$ cat src/rtl/core/pcci_pkg.sv
package pcci_pkg;

  localparam int DATA_W  = 32;
  localparam int UDATA_W = 31;
  localparam int PROD_W  = 64;
  localparam int ACC_W   = 65;
  localparam int IDX_W   = 3;
  localparam int STEP_W  = 5;

  localparam logic [IDX_W-1:0] REG_SETPOINT   = 3'd0;
  localparam logic [IDX_W-1:0] REG_GAIN_PROP  = 3'd1;
  localparam logic [IDX_W-1:0] REG_GAIN_INTEG = 3'd2;
  localparam logic [IDX_W-1:0] REG_GAIN_DERIV = 3'd3;
  localparam logic [IDX_W-1:0] REG_GAIN_DIV   = 3'd4;
  localparam logic [IDX_W-1:0] REG_INTEG_MAX  = 3'd5;
  localparam logic [IDX_W-1:0] REG_OUTPUT_MAX = 3'd6;

  typedef logic [STEP_W-1:0] step_t;

  typedef enum logic [3:0] {
    OP_NOP,
    OP_ACCEPT,
    OP_ERR,
    OP_INTEG,
    OP_MUL_P,
    OP_MUL_I,
    OP_MUL_D,
    OP_DIV_START,
    OP_ACC_LOAD,
    OP_ACC_ADD,
    OP_CLAMP,
    OP_EMIT
  } op_t;

  typedef enum logic [1:0] {
    HOLD_NONE,
    HOLD_INPUT,
    HOLD_DIV,
    HOLD_OUT
  } hold_t;

  typedef struct packed {
    op_t   op;
    hold_t hold;
    logic  jump;
    step_t target;
  } uword_t;

  typedef struct packed {
    op_t  op;
    logic go;
  } ctrl_t;

  typedef struct packed {
    logic in_valid;
    logic div_busy;
    logic out_full;
  } stat_t;

  function automatic uword_t prog_rom(input step_t step);
    uword_t w;
    w = '{op: OP_NOP, hold: HOLD_NONE, jump: 1'b1, target: step_t'(0)};
    case (step)
      5'd0:  w = '{op: OP_ACCEPT,    hold: HOLD_INPUT, jump: 1'b0, target: step_t'(0)};
      5'd1:  w = '{op: OP_ERR,       hold: HOLD_NONE,  jump: 1'b0, target: step_t'(0)};
      5'd2:  w = '{op: OP_INTEG,     hold: HOLD_NONE,  jump: 1'b0, target: step_t'(0)};
      5'd3:  w = '{op: OP_MUL_P,     hold: HOLD_NONE,  jump: 1'b0, target: step_t'(0)};
      5'd4:  w = '{op: OP_DIV_START, hold: HOLD_NONE,  jump: 1'b0, target: step_t'(0)};
      5'd5:  w = '{op: OP_NOP,       hold: HOLD_DIV,   jump: 1'b0, target: step_t'(0)};
      5'd6:  w = '{op: OP_ACC_LOAD,  hold: HOLD_NONE,  jump: 1'b0, target: step_t'(0)};
      5'd7:  w = '{op: OP_MUL_I,     hold: HOLD_NONE,  jump: 1'b0, target: step_t'(0)};
      5'd8:  w = '{op: OP_DIV_START, hold: HOLD_NONE,  jump: 1'b0, target: step_t'(0)};
      5'd9:  w = '{op: OP_NOP,       hold: HOLD_DIV,   jump: 1'b0, target: step_t'(0)};
      5'd10: w = '{op: OP_ACC_ADD,   hold: HOLD_NONE,  jump: 1'b0, target: step_t'(0)};
      5'd11: w = '{op: OP_MUL_D,     hold: HOLD_NONE,  jump: 1'b0, target: step_t'(0)};
      5'd12: w = '{op: OP_DIV_START, hold: HOLD_NONE,  jump: 1'b0, target: step_t'(0)};
      5'd13: w = '{op: OP_NOP,       hold: HOLD_DIV,   jump: 1'b0, target: step_t'(0)};
      5'd14: w = '{op: OP_ACC_ADD,   hold: HOLD_NONE,  jump: 1'b0, target: step_t'(0)};
      5'd15: w = '{op: OP_CLAMP,     hold: HOLD_NONE,  jump: 1'b0, target: step_t'(0)};
      5'd16: w = '{op: OP_EMIT,      hold: HOLD_OUT,   jump: 1'b1, target: step_t'(0)};
      default: ;
    endcase
    return w;
  endfunction

endpackage

$ cat src/rtl/core/pcci_seq.sv
module pcci_seq import pcci_pkg::*; (
  input  logic  clk,
  input  logic  rst,
  input  stat_t stat,
  output ctrl_t ctrl
);

  step_t  step;
  step_t  step_next;
  uword_t word;
  logic   hold_now;

  assign word = prog_rom(step);

  always_comb begin
    case (word.hold)
      HOLD_NONE:  hold_now = 1'b0;
      HOLD_INPUT: hold_now = !stat.in_valid;
      HOLD_DIV:   hold_now = stat.div_busy;
      HOLD_OUT:   hold_now = stat.out_full;
      default:    hold_now = 1'b0;
    endcase
  end

  always_comb begin
    if (hold_now) begin
      step_next = step;
    end else if (word.jump) begin
      step_next = word.target;
    end else begin
      step_next = step + step_t'(1);
    end
  end

  always_ff @(posedge clk) begin
    if (rst) begin
      step <= '0;
    end else begin
      step <= step_next;
    end
  end

  assign ctrl.op = word.op;
  assign ctrl.go = !hold_now;

endmodule

$ cat config.mk
export PLATFORM = sky130hd
export DESIGN_NAME = pcci_seq
export DESIGN_NICKNAME = d
export VERILOG_FILES = /design/src/rtl/core/pcci_pkg.sv /design/src/rtl/core/pcci_seq.sv
export SDC_FILE = /design/constraint.sdc
export NUM_CORES = 1
export LEC_CHECK = 0
export BUFFER_PORTS_ARGS = -buffer_cell sky130_fd_sc_hd__buf_2
export CAP_MARGIN = 20
export CORE_UTILIZATION = 40
export CTS_CLUSTER_DIAMETER = 50
export DETAILED_ROUTE_END_ITERATION = 8
export PLACE_DENSITY_LB_ADDON = 0.25
export SETUP_SLACK_MARGIN = 0.15
export SYNTH_ARGS = -nofsm -noshare
export SYNTH_HDL_FRONTEND = slang
export SYNTH_SLANG_ARGS = --single-unit
$ cat constraint.sdc
create_clock -name clk -period 2.4 [get_ports clk]
set_input_delay 0.36 -clock clk [delete_from_list [all_inputs] [get_ports clk]]
set_output_delay 0.36 -clock clk [all_outputs]
set_load 0.005 [all_outputs]
* Yosys cells after proc, flatten, opt, wreduce, memory -nomap -nowiden
Index checks and enable logic that the tools add are counted.
Cells by class: $add $sub $neg 1, multiply operators 0, div/mod/pow operators 0, magnitude comparators 0, equal/unequal tests 19, shifts and indexed selects 0, muxes and demuxes 3, bitwise operators 0, reduce and logical (&&, ||, !) cells 7
Operators with widths (number):
- case mux 12 bit (12 select lines) | 1
- == test 5 x 4 -> 1 bit (second input constant) | 8
- == test 5 x 3 -> 1 bit (second input constant) | 4
- == test 5 x 2 -> 1 bit (second input constant) | 2
- OR reduction 3 bit | 2
- adder 5 x 1 -> 5 bit (second input constant) | 1
- == test 5 x 1 -> 1 bit (second input constant) | 1
- == test 5 bit (second input constant) | 1
- logical NOT 5 bit | 1
- two-way mux 5 bit | 1
- == test 2 bit (second input constant) | 2
- case mux 1 bit (4 select lines) | 1
- == test 2 x 1 -> 1 bit (second input constant) | 1
- logical NOT 1 bit | 2
- logical NOT 2 bit | 1
- OR reduction 2 bit | 1
Storage, ports and cells: bits in registers 5, latch bits 0, RAM bits 0, bits in read-only memories 0, memories 0

* Longest topological paths before layout
Gate-level depths: netlist of run 1.
depth after elaboration 6, mapped depth 6, mapped depth without buffers 5

* Least setup slack after synthesis of run 1
No wires, ideal clock.
kind flip-flop to flip-flop, start point register step[0], end point register step[0], arrival time 1.525 ns, data required time 2.272 ns, path slack 0.747 ns, stages on the path, launching flop included 7, buffers on the path 1, cell sequence dfxtp_1 > inv_1 > ha_1 > buf_6 > or4_4 > o2111ai_1 > mux2i_1
Between the ends: word-level cells in the longest chain between the ends 5
Ends and longest elaborated chain:
- start, declared | line pcci_seq.sv:8 | step_t step;
- start signal, assigned | line pcci_seq.sv:39 | step <= step_next;
- == test 5 x 4 -> 1 bit or == test 5 x 3 -> 1 bit (tied branches) | line pcci_pkg.sv:63 | case (step)
- OR reduction 3 bit (no source line) or OR reduction 2 bit (tied branches)
- case mux 12 bit (12 select lines) | line pcci_pkg.sv:63
- == test 2 bit, or another cell as far along | line pcci_seq.sv:16 | case (word.hold)
- case mux 1 bit (4 select lines) | line pcci_seq.sv:16
Several ways; a longest one is shown, not always the timed one. A chain may end at the register's enable or synchronous reset.

==> impl_metrics.sql, run 1 <==
INSERT INTO impl_metrics (metric_group, metric, value, unit) VALUES
('status', 'run_status', 'complete, no violations', ''),
('finish', 'layout_top_registers', 'step: 5 flops', ''),
('logic_synthesis', 'synthesis.instances', '63', ''),
('route', 'post_drt_via_cell_ratio', '6.05', ''),
('floorplanning', 'effective_utilization_at_floorplan', '0.452', ''),
('clock_tree', 'clock-sinks', '5', ''),
('floorplanning', 'fp.dieH', '38.2', 'microns'),
('grt', 'global_route_usage_over_all_layers', '0.169', ''),
('floorplanning', 'placementRows', '12', ''),
('logic_synthesis', 'synthesized_area_per_cell', '8.30', 'sq um'),
('clock_tree', 'count_of_buffers_added_by_post_cts_timing_repair_for_setup', '0', ''),
('timing', 'grt_setup_unrepaired', 'no', ''),
('finish', 'drive_above_1_share', '0.278', ''),
('power_and_ir_drop', 'p_sw', '0.265', 'mW'),
('clock_tree', 'ctsLongestPathBuffers', '2', ''),
('grt', 'grt_max_degree', '15', ''),
('power_and_ir_drop', 'share_seq_of_total_power', '0.207', ''),
('placed_design', 'placed_area', '557', 'sq um'),
('placed_design', 'finalWeightedCongestion', '0.773', ''),
('finish', 'num-nets-final', '82', ''),
('grt', 'global_route.overflow_total', '0', ''),
('route', 'drt-pass1-iter-count', '5', ''),
('finish', 'flow.area_growth_from_synthesis', '11.5', '%'),
('power_and_ir_drop', 'power.share.switching', '0.436', ''),
('worst_setup_path', 'timing.critical_path.arrival', '1740', 'ps'),
('route', 'dr_total_vias', '520', ''),
('power_and_ir_drop', 'power_density', '1040', 'nW/um^2'),
('clock_tree', 'cts-buffers-inserted', '3', ''),
('finish', 'number_of_inserted_diodes', '0', ''),
('route', 'avgRoutedWirePerCell', '13.2', 'microns'),
('power_and_ir_drop', 'leakage', '0.245', 'nW'),
('clock_tree', 'tritoncts', 'built', ''),
('worst_hold_path', 'holdCritPathClass', 'in2reg', ''),
('floorplanning', 'floorplan.die.width', '38.2', 'microns'),
('finish', 'design_area', '583', 'sq um'),
('clock_tree', 'max_h_tree_level', '1', ''),
('timing', 'final_total_negative_setup_slack', '0', 'ps'),
('worst_setup_path', 'crit_path_start_kind', 'flip-flop', ''),
('worst_setup_path', 'worst-endpoint-required', '2040', 'ps'),
('floorplanning', 'ioPinCount', '10', ''),
('worst_setup_path', 'path_max_fanout', '10', ''),
('clock_tree', 'clk_root_buffer_cell', 'sky130_fd_sc_hd__clkbuf_4', ''),
('logic_synthesis', 'synth_nets', '72', ''),
('clock_tree', 'clock_insertion_delay_worst_skew', '250', 'ps'),
('placed_design', 'place_hpwl', '836', 'microns'),
('logic_synthesis', 'post_synth_num_cell_types', '33', ''),
('worst_setup_path', 'worst_setup_path_end_kind', 'output port', ''),
('worst_hold_path', 'whs_path_depth', '3', ''),
('timing', 'timing_hold_violations_final', '0', ''),
('grt', 'global_route_wire_length_before_repair', '1.68', 'mm'),
('placed_design', 'placed_cells_incl_taps', '82', ''),
('power_and_ir_drop', 'power_frac_comb', '0.625', ''),
('timing', 'worst_clock_skew', '8.66', 'ps'),
('timing', 'period_minus_slack', '2100', 'ps'),
('power_and_ir_drop', 'power.clock.fraction', '0.169', ''),
('timing', 'timing.final.setup_violations', '0', ''),
('timing', 'timing.hold.ws', '459', 'ps'),
('route', 'drc', '0', ''),
('placed_design', 'dpl_worst_slack', '587', 'ps'),
('power_and_ir_drop', 'internal_power', '0.343', 'mW'),
('logic_synthesis', 'ys.warnings.count', '0', ''),
('worst_setup_path', 'worst_r2r_path_depth', '5', ''),
('timing', 'fin_ws', '302', 'ps'),
('timing', 'worst_slew_margin_rel', '0.696', ''),
('finish', 'final_cells', '86', ''),
('finish', 'regMostFlops', 'step', ''),
('timing', 'tightestPinTransition', '456', 'ps'),
('floorplanning', 'floorplan.die_area', '1460', 'sq um'),
('worst_setup_path', 'worst-setup-path-type', 'reg2out', ''),
('grt', 'number_of_antenna_violations_at_the_first_check_in_global_routing', '0', ''),
('logic_synthesis', 'ys_seq_elements', '5', '');
synthesized netlist by cell type:
master	instances	area (sq um)
sky130_fd_sc_hd__a211o_1	1	8.76
sky130_fd_sc_hd__a21boi_1	1	7.51
sky130_fd_sc_hd__a21o_1	1	7.51
sky130_fd_sc_hd__a21oi_1	7	35.0
sky130_fd_sc_hd__a221oi_1	1	8.76
sky130_fd_sc_hd__a22oi_1	1	7.51
sky130_fd_sc_hd__a32oi_2	1	16.3
sky130_fd_sc_hd__and3b_1	1	8.76
sky130_fd_sc_hd__and4bb_2	1	12.5
sky130_fd_sc_hd__buf_2	2	10.0
sky130_fd_sc_hd__buf_4	1	7.51
sky130_fd_sc_hd__buf_6	1	11.3
sky130_fd_sc_hd__dfxtp_1	5	100
sky130_fd_sc_hd__ha_1	4	50.1
sky130_fd_sc_hd__inv_1	3	11.3
sky130_fd_sc_hd__inv_2	2	7.51
sky130_fd_sc_hd__mux2i_1	2	20.0
sky130_fd_sc_hd__nand2_1	3	11.3
sky130_fd_sc_hd__nand2b_1	2	12.5
sky130_fd_sc_hd__nand3_1	2	10.0
sky130_fd_sc_hd__nand4b_1	1	8.76
sky130_fd_sc_hd__nor2_1	5	18.8
sky130_fd_sc_hd__nor3_1	1	5.00
sky130_fd_sc_hd__nor3b_2	1	12.5
sky130_fd_sc_hd__nor4b_2	1	15.0
sky130_fd_sc_hd__o2111ai_1	4	35.0
sky130_fd_sc_hd__o211ai_2	1	12.5
sky130_fd_sc_hd__o21ai_0	2	10.0
sky130_fd_sc_hd__o221ai_1	1	8.76
sky130_fd_sc_hd__o2bb2ai_1	1	8.76
sky130_fd_sc_hd__or2_1	1	6.26
sky130_fd_sc_hd__or3_1	1	6.26
sky130_fd_sc_hd__or4_4	1	11.3
per-stage QoR:
step	utilization	power, mW
final	0.504	0.608
after global routing	0.504	0.660
after CTS	0.504	0.611
after detailed placement	0.482	0.504
after global placement	0.482	0.501
after floorplan	-	0.443
layout by cell type (no fill, tap or decap), types with 2 or more instances in the layout:
cell	n
sky130_fd_sc_hd__inv_2	2
sky130_fd_sc_hd__clkbuf_4	3
sky130_fd_sc_hd__nand3_1	2
sky130_fd_sc_hd__nand2_1	3
sky130_fd_sc_hd__dfxtp_1	5
sky130_fd_sc_hd__a21oi_1	7
sky130_fd_sc_hd__mux2i_1	2
sky130_fd_sc_hd__nand2b_1	2
sky130_fd_sc_hd__o21ai_0	2
sky130_fd_sc_hd__buf_2	9
sky130_fd_sc_hd__nor2_1	5
sky130_fd_sc_hd__o2111ai_1	4
sky130_fd_sc_hd__inv_1	3
sky130_fd_sc_hd__ha_1	4
power groups by stage:
| stage | Sequential, mW | Clock [mW] | Combinational, mW |
|---|---|---|---|
| final | 0.126 | 0.102 | 0.380 |
| after global routing | 0.129 | 0.111 | 0.421 |
| after CTS | 0.126 | 0.105 | 0.380 |
| after detailed placement | 0.126 | 0 | 0.378 |
| after global placement | 0.125 | 0 | 0.376 |
| after floorplan | 0.119 | 0 | 0.325 |
routing by layer:
layer	up-vias	GRT usage	part of all wire
met5	-	0	0
met4	0	0.0804	0.012
met3	2	0.0407	0.047
met2	17	0.288	0.46
met1	241	0.196	0.48
li1	260	-	-
layout make-up:
type	count	area, sq um
multi-input cells	49	375
clock buffers	4	26.3
well taps	14	17.5
inverters	5	18.8
flip-flops and latches	5	100
repair buffers	9	45.0
fillers	124	573
worst max-delay path, stage by stage, from the launching register on:
cell and delay (ps):
sky130_fd_sc_hd__dfxtp_1 400, sky130_fd_sc_hd__inv_1 100, sky130_fd_sc_hd__ha_1 320, sky130_fd_sc_hd__nor3b_2 220, sky130_fd_sc_hd__a32oi_2 270, sky130_fd_sc_hd__buf_2 170
cell families (layout without fill, tap and decap cells):
| family | count (synthesis) | in the layout | share of synthesized area |
|---|---|---|---|
| simple gates | 21 | 21 | 0.266 |
| compound gates | 22 | 22 | 0.318 |
| buf+inv | 9 | 18 | 0.0909 |
| flops | 5 | 5 | 0.191 |
| fa+ha+maj | 4 | 4 | 0.0957 |
| mux | 2 | 2 | 0.0383 |
final timing paths:
| kind | startpoint | slack [ps] | end |
|---|---|---|---|
| setup reg to reg | step[0] | 610 | step[0] |
| setup / recovery | step[0] | 300 | ctrl[0] |
| hold / removal | stat[1] | 460 | step[4] |
| hold reg to reg | step[1] | 560 | step[1] |
No activity file was read; power rests on OpenSTA's default activity.
==> run 2: changes to the inputs <==
- RECOVER_POWER: not set -> 25
==> run 2 against run 1 <==
- global-route usage unchanged
- sequential power about the same
- non-clock buffer count unchanged
- total power down 3.8%
- via count down 0.58%
==> impl_metrics.sql, run 2 (synthesis gave the netlist of run 1 again) <==
INSERT INTO impl_metrics (metric_group, metric, value, unit) VALUES
('worst_hold_path', 'whs_path_depth', '4', ''),
('finish', 'layout_top_registers', 'step: 5 flops', ''),
('grt', 'grt_max_degree', '15', ''),
('floorplanning', 'floorplan.die.width', '38.2', 'microns'),
('worst_setup_path', 'worst-setup-path-type', 'reg2out', ''),
('route', 'avgRoutedWirePerCell', '13.2', 'microns'),
('clock_tree', 'clock_insertion_delay_worst_skew', '250', 'ps'),
('floorplanning', 'ioPinCount', '10', ''),
('timing', 'tightestPinTransition', '453', 'ps'),
('route', 'post_drt_via_cell_ratio', '6.01', ''),
('timing', 'fin_crit_sh', '0.867', ''),
('timing', 'worst_slew_margin_rel', '0.697', ''),
('worst_setup_path', 'worst-endpoint-required', '2040', 'ps'),
('route', 'drt-pass1-iter-count', '4', ''),
('clock_tree', 'ctsLongestPathBuffers', '2', ''),
('floorplanning', 'core_area', '1160', 'sq um'),
('worst_setup_path', 'cp_top_family', 'flip-flops', ''),
('clock_tree', 'clock-sinks', '5', ''),
('timing', 'timing.final.setup_violations', '0', ''),
('power_and_ir_drop', 'ir_drop', '0.507', 'mV'),
('worst_setup_path', 'reg2reg_slack', '500', 'ps'),
('floorplanning', 'floorplan.die_area', '1460', 'sq um'),
('floorplanning', 'placementRows', '12', ''),
('status', 'run_status', 'complete, no violations', ''),
('grt', 'global_route_usage_over_all_layers', '0.169', ''),
('worst_hold_path', 'holdCritPathClass', 'in2reg', ''),
('job', 'cap_viol_max_count', '0', ''),
('timing', 'period_minus_slack', '2080', 'ps'),
('timing', 'worst_clock_skew', '7.16', 'ps'),
('placed_design', 'finalWeightedCongestion', '0.773', ''),
('route', 'drtIter0Drc', '10', ''),
('worst_setup_path', 'cp.buffers_inverters', '2', ''),
('finish', 'num-nets-final', '82', ''),
('worst_setup_path', 'r2r_end', 'step[2]', ''),
('placed_design', 'dpl_worst_slack', '587', 'ps'),
('grt', 'number_of_antenna_violations_at_the_first_check_in_global_routing', '0', ''),
('grt', 'global_route_wire_length_before_repair', '1.68', 'mm'),
('finish', 'regMostFlops', 'step', ''),
('placed_design', 'place_hpwl', '836', 'microns'),
('clock_tree', 'postCtsHoldBufs', '0', ''),
('timing', 'grt_setup_unrepaired', 'no', ''),
('clock_tree', 'count_of_buffers_added_by_post_cts_timing_repair_for_setup', '0', ''),
('finish', 'layout.cells.most_common', 'sky130_fd_sc_hd__buf_2', ''),
('power_and_ir_drop', 'leakage', '0.241', 'nW'),
('worst_setup_path', 'path_max_fanout', '10', ''),
('worst_setup_path', 'r2r_start', 'step[0]', ''),
('worst_setup_path', 'cp_num_cells', '5', ''),
('clock_tree', 'tritoncts', 'built', ''),
('timing', 'final_total_negative_setup_slack', '0', 'ps'),
('clock_tree', 'cts-buffers-inserted', '3', ''),
('route', 'dr_total_vias', '517', ''),
('route', 'drc', '0', ''),
('clock_tree', 'clk_root_buffer_cell', 'sky130_fd_sc_hd__clkbuf_4', ''),
('floorplanning', 'fp.dieH', '38.2', 'microns'),
('timing', 'report.final.slew_viol_count', '0', ''),
('worst_setup_path', 'crit_path_start_kind', 'flip-flop', ''),
('grt', 'first_global_vias', '413', ''),
('worst_setup_path', 'timing.critical_path.arrival', '1720', 'ps'),
('placed_design', 'port_buffer_count', '9', ''),
('clock_tree', 'clk_pin_slew_worst_paths', '50', 'ps'),
('route', 'detail_route.wirelength', '1.13', 'mm'),
('clock_tree', 'post_cts_resized', '0', ''),
('power_and_ir_drop', 'power_density', '1020', 'nW/um^2'),
('timing', 'timing_hold_violations_final', '0', ''),
('route', 'final_antenna_net_count', '0', ''),
('finish', 'largest_reg_flops', '5', ''),
('floorplanning', 'effective_utilization_at_floorplan', '0.452', ''),
('timing', 'max_clock_freq', '481', 'MHz'),
('timing', 'fin_ws', '319', 'ps'),
('worst_setup_path', 'timing.critical_path.slowest_stage_cell', 'sky130_fd_sc_hd__dfxtp_1', ''),
('finish', 'final_cell_mix', 'sky130_fd_sc_hd__buf_2, sky130_fd_sc_hd__a21oi_1, sky130_fd_sc_hd__nor2_1, sky130_fd_sc_hd__dfxtp_1', ''),
('worst_hold_path', 'hold_path_startpoint', 'rst', ''),
('grt', 'global_route.overflow_total', '0', ''),
('worst_setup_path', 'worst_setup_path_end_kind', 'output port', ''),
('clock_tree', 'max_h_tree_level', '1', ''),
('worst_setup_path', 'worst_r2r_path_depth', '5', ''),
('worst_hold_path', 'min_to', 'step[1]', ''),
('finish', 'number_of_inserted_diodes', '0', ''),
('worst_setup_path', 'max_stage_delay', '400', 'ps'),
('worst_setup_path', 'crit_chain', 'inv_1, ha_1, nor3b_2, a32oi_2, buf_2', ''),
('finish', 'flow.area_growth_from_synthesis', '9.81', '%'),
('finish', 'drive_above_1_share', '0.250', '');
## run 2: cell count changes in the layout (fill, tap and decap cells not counted)
cell	delta
sky130_fd_sc_hd__o211ai_1	+1
sky130_fd_sc_hd__o211ai_2	-1
sky130_fd_sc_hd__or4_1	+1
sky130_fd_sc_hd__or4_4	-1
## run 2: where the power goes
part / leakage [nW] / internal [mW] / switching [mW]
clock network: 0.0150 / 0.0631 / 0.0388
logic: 0.185 / 0.164 / 0.194
registers: 0.0406 / 0.101 / 0.0243
## run 2: worst max-delay path by stage
stage	from	endpoint	slack (ps)
floorplan	step[0]	step[0]	750
detailed placement	step[0]	ctrl[0]	590
CTS	step[0]	ctrl[0]	300
global placement	step[0]	ctrl[0]	640
global route	step[0]	ctrl[0]	220
finish	step[0]	ctrl[0]	320
## run 2: routing by layer
| metal | track usage | vias to the layer above | routed length (microns) |
|---|---|---|---|
| met5 | 0 | - | 0 |
| met4 | 0.0804 | 0 | 14 |
| met3 | 0.0407 | 2 | 52 |
| met2 | 0.288 | 15 | 536 |
| met1 | 0.196 | 243 | 529 |
| li1 | - | 257 | - |
## run 2: area by class of cell
type / count / area (sq um)
fill: 125 / 582
multi-input combinational: 49 / 367
sequential: 5 / 100
timing repair buffer: 9 / 45.0
clock buffer: 4 / 26.3
inverter: 5 / 18.8
tap: 14 / 17.5
## run 2: through the flow
stage / instances / util / hold WS (ps) / area, sq um / power, mW
final: 86 / 0.497 / 451 / 574 / 0.585
after global routing: 86 / 0.497 / 471 / 574 / 0.640
after CTS: 86 / 0.504 / 456 / 583 / 0.611
after detailed placement: 82 / 0.482 / 554 / 557 / 0.504
after global placement: 82 / 0.482 / 557 / 557 / 0.501
after floorplan: 63 / - / 519 / 523 / 0.443
## run 2: tightest hold or removal path, delay by kind of cell
family | cells | cell delay, ps
buffers and inverters | 2 | 140
AOI/OAI and AO/OA | 1 | 80
muxes | 1 | 60
==> run 3: changes to the inputs <==
- CORE_AREA: not set -> 2 2 39 41
- CORE_UTILIZATION: 40 -> not set
- DIE_AREA: not set -> 0 0 41 43
- SETUP_SLACK_MARGIN: 0.15 -> 0.02
==> run 3 against run 2 <==
- largest cell class unchanged
- highest routed layer is now met3
- routed wire length increased by 1.1%
- design area is 0.44% higher
- via count shrank 3.9%
- count of clock-buffer cells in the layout did not move
- hold slack better by 2.0 ps
==> impl_metrics.sql, run 3 (synthesis gave the netlist of run 1 again) <==
INSERT INTO impl_metrics (metric_group, metric, value, unit) VALUES
('power_and_ir_drop', 'leakage', '0.241', 'nW'),
('floorplanning', 'floorplan.die.width', '41', 'microns'),
('route', 'avgRoutedWirePerCell', '13.0', 'microns'),
('finish', 'regMostFlops', 'step', ''),
('finish', 'layout_top_registers', 'step: 5 flops', ''),
('floorplanning', 'fp.dieH', '43', 'microns'),
('finish', 'filler_cell_count', '159', ''),
('worst_setup_path', 'path_max_fanout', '10', ''),
('grt', 'global_route_usage_over_all_layers', '0.160', ''),
('timing', 'timing.final.setup_violations', '0', ''),
('route', 'dr_total_vias', '497', ''),
('floorplanning', 'placementRows', '14', ''),
('power_and_ir_drop', 'power_density', '1010', 'nW/um^2'),
('worst_hold_path', 'holdCritPathClass', 'in2reg', ''),
('grt', 'first_global_vias', '441', ''),
('route', 'drtIter0Drc', '10', ''),
('placed_design', 'finalWeightedCongestion', '0.754', ''),
('clock_tree', 'clk_root_buffer_cell', 'sky130_fd_sc_hd__clkbuf_4', ''),
('grt', 'gr-usage-met1', '0.187', ''),
('grt', 'gr-max-usage-layer', 'met2', ''),
('timing', 'tightestPinTransition', '464', 'ps'),
('timing', 'worst_slew_margin_rel', '0.690', ''),
('clock_tree', 'postCtsHoldBufs', '0', ''),
('timing', 'report.final.slew_viol_count', '0', ''),
('timing', 'timing_hold_violations_final', '0', ''),
('placed_design', 'placed_area', '559', 'sq um'),
('clock_tree', 'clock_insertion_delay_worst_skew', '240', 'ps'),
('placed_design', 'port_buffer_count', '9', ''),
('worst_setup_path', 'crit_chain', 'inv_1, ha_1, nor3b_2, a32oi_2, buf_2', ''),
('timing', 'final_total_negative_setup_slack', '0', 'ps'),
('finish', 'design_area', '577', 'sq um'),
('clock_tree', 'clock-sinks', '5', ''),
('worst_setup_path', 'worst-endpoint-required', '2040', 'ps'),
('worst_setup_path', 'max_stage_delay', '390', 'ps'),
('route', 'drt-pass1-iter-count', '4', ''),
('grt', 'met2_usage', '0.241', ''),
('finish', 'final_cell_mix', 'sky130_fd_sc_hd__buf_2, sky130_fd_sc_hd__a21oi_1, sky130_fd_sc_hd__nor2_1, sky130_fd_sc_hd__dfxtp_1', ''),
('finish', 'largest_reg_flops', '5', ''),
('clock_tree', 'max_h_tree_level', '1', ''),
('grt', 'global_route.usage.met3', '0.0785', ''),
('floorplanning', 'effective_utilization_at_floorplan', '0.378', ''),
('finish', 'number_of_inserted_diodes', '0', ''),
('grt', 'global_route_wire_length_before_repair', '1.87', 'mm'),
('grt', 'number_of_antenna_violations_at_the_first_check_in_global_routing', '0', ''),
('clock_tree', 'clk_pin_slew_worst_paths', '40', 'ps'),
('worst_setup_path', 'worst-setup-path-type', 'reg2out', ''),
('finish', 'drive_above_1_share', '0.250', ''),
('clock_tree', 'count_of_buffers_added_by_post_cts_timing_repair_for_setup', '0', ''),
('worst_setup_path', 'worst_setup_path_end_kind', 'output port', ''),
('job', 'cap_viol_max_count', '0', ''),
('grt', 'global_route.overflow_total', '0', ''),
('floorplanning', 'floorplan.die_area', '1760', 'sq um'),
('route', 'detail_route.wirelength', '1.15', 'mm'),
('worst_setup_path', 'timing.critical_path.slowest_stage_cell', 'sky130_fd_sc_hd__dfxtp_1', ''),
('route', 'drc', '0', ''),
('timing', 'period_minus_slack', '2060', 'ps'),
('timing', 'worst_clock_skew', '2.35', 'ps'),
('clock_tree', 'tritoncts', 'built', ''),
('grt', 'grt_max_degree', '15', ''),
('finish', 'num-nets-final', '82', ''),
('floorplanning', 'ioPinCount', '10', ''),
('clock_tree', 'cts-buffers-inserted', '3', ''),
('clock_tree', 'ctsLongestPathBuffers', '2', ''),
('route', 'final_antenna_net_count', '0', ''),
('power_and_ir_drop', 'ir_drop', '0.420', 'mV'),
('worst_setup_path', 'crit_path_start_kind', 'flip-flop', ''),
('clock_tree', 'post_cts_resized', '0', ''),
('timing', 'grt_setup_unrepaired', 'no', ''),
('route', 'post_drt_via_cell_ratio', '5.65', ''),
('timing', 'max_clock_freq', '485', 'MHz'),
('finish', 'layout.cells.most_common', 'sky130_fd_sc_hd__buf_2', ''),
('status', 'run_status', 'complete, no violations', ''),
('timing', 'fin_crit_sh', '0.858', ''),
('worst_setup_path', 'timing.critical_path.arrival', '1700', 'ps'),
('floorplanning', 'core_area', '1380', 'sq um'),
('finish', 'flow.area_growth_from_synthesis', '10.3', '%'),
('placed_design', 'place_hpwl', '884', 'microns');
-- run 3: where the power goes --
part / switching, mW / internal, mW
clock network: 0.0346 / 0.0629
logic: 0.196 / 0.164
registers: 0.0239 / 0.101
total: 0.255 / 0.328
-- run 3: path summary, 6_finish.rpt --
check | slack [ps] | depth (start not counted) | endpoint | from
max | 340 | 5 | ctrl[0] | step[0]
min | 450 | 3 | step[4] | stat[1]
max reg2reg | 500 | 5 | step[2] | step[0]
min reg2reg | 570 | 2 | step[1] | step[1]
-- run 3: layout make-up --
class,instances,area (sq um),area share
multi-input cells,49,367,0.636
flip-flops and latches,5,100,0.174
repair buffers,9,45.0,0.0781
clock buffers,4,26.3,0.0456
well taps,16,20.0,0.0347
inverters,5,18.8,0.0325
-- run 3: routing by layer --
metal | vias to the layer above | wire, microns
li1 | 259 | -
met4 | 0 | 0
met1 | 223 | 554
met5 | - | 0
met3 | 0 | 60
met2 | 15 | 531
-- run 3: critical path: cells and delay by family (launching register included) --
| family | cells | cell delay, ps |
|---|---|---|
| flops | 1 | 390 |
| buf+inv | 2 | 260 |
| simple gates | 1 | 210 |
| compound gates | 1 | 270 |
| fa+ha+maj | 1 | 320 |
-- run 3: per-stage QoR --
stage,instances,worst slack [ps],power [mW],util,hold slack (ps)
global route,88,235,0.643,0.417,448
global placement,84,641,0.504,0.404,556
detailed placement,84,591,0.511,0.404,565
CTS,88,324,0.611,0.423,452
floorplan,63,747,0.443,-,519
finish,88,340,0.583,0.417,453
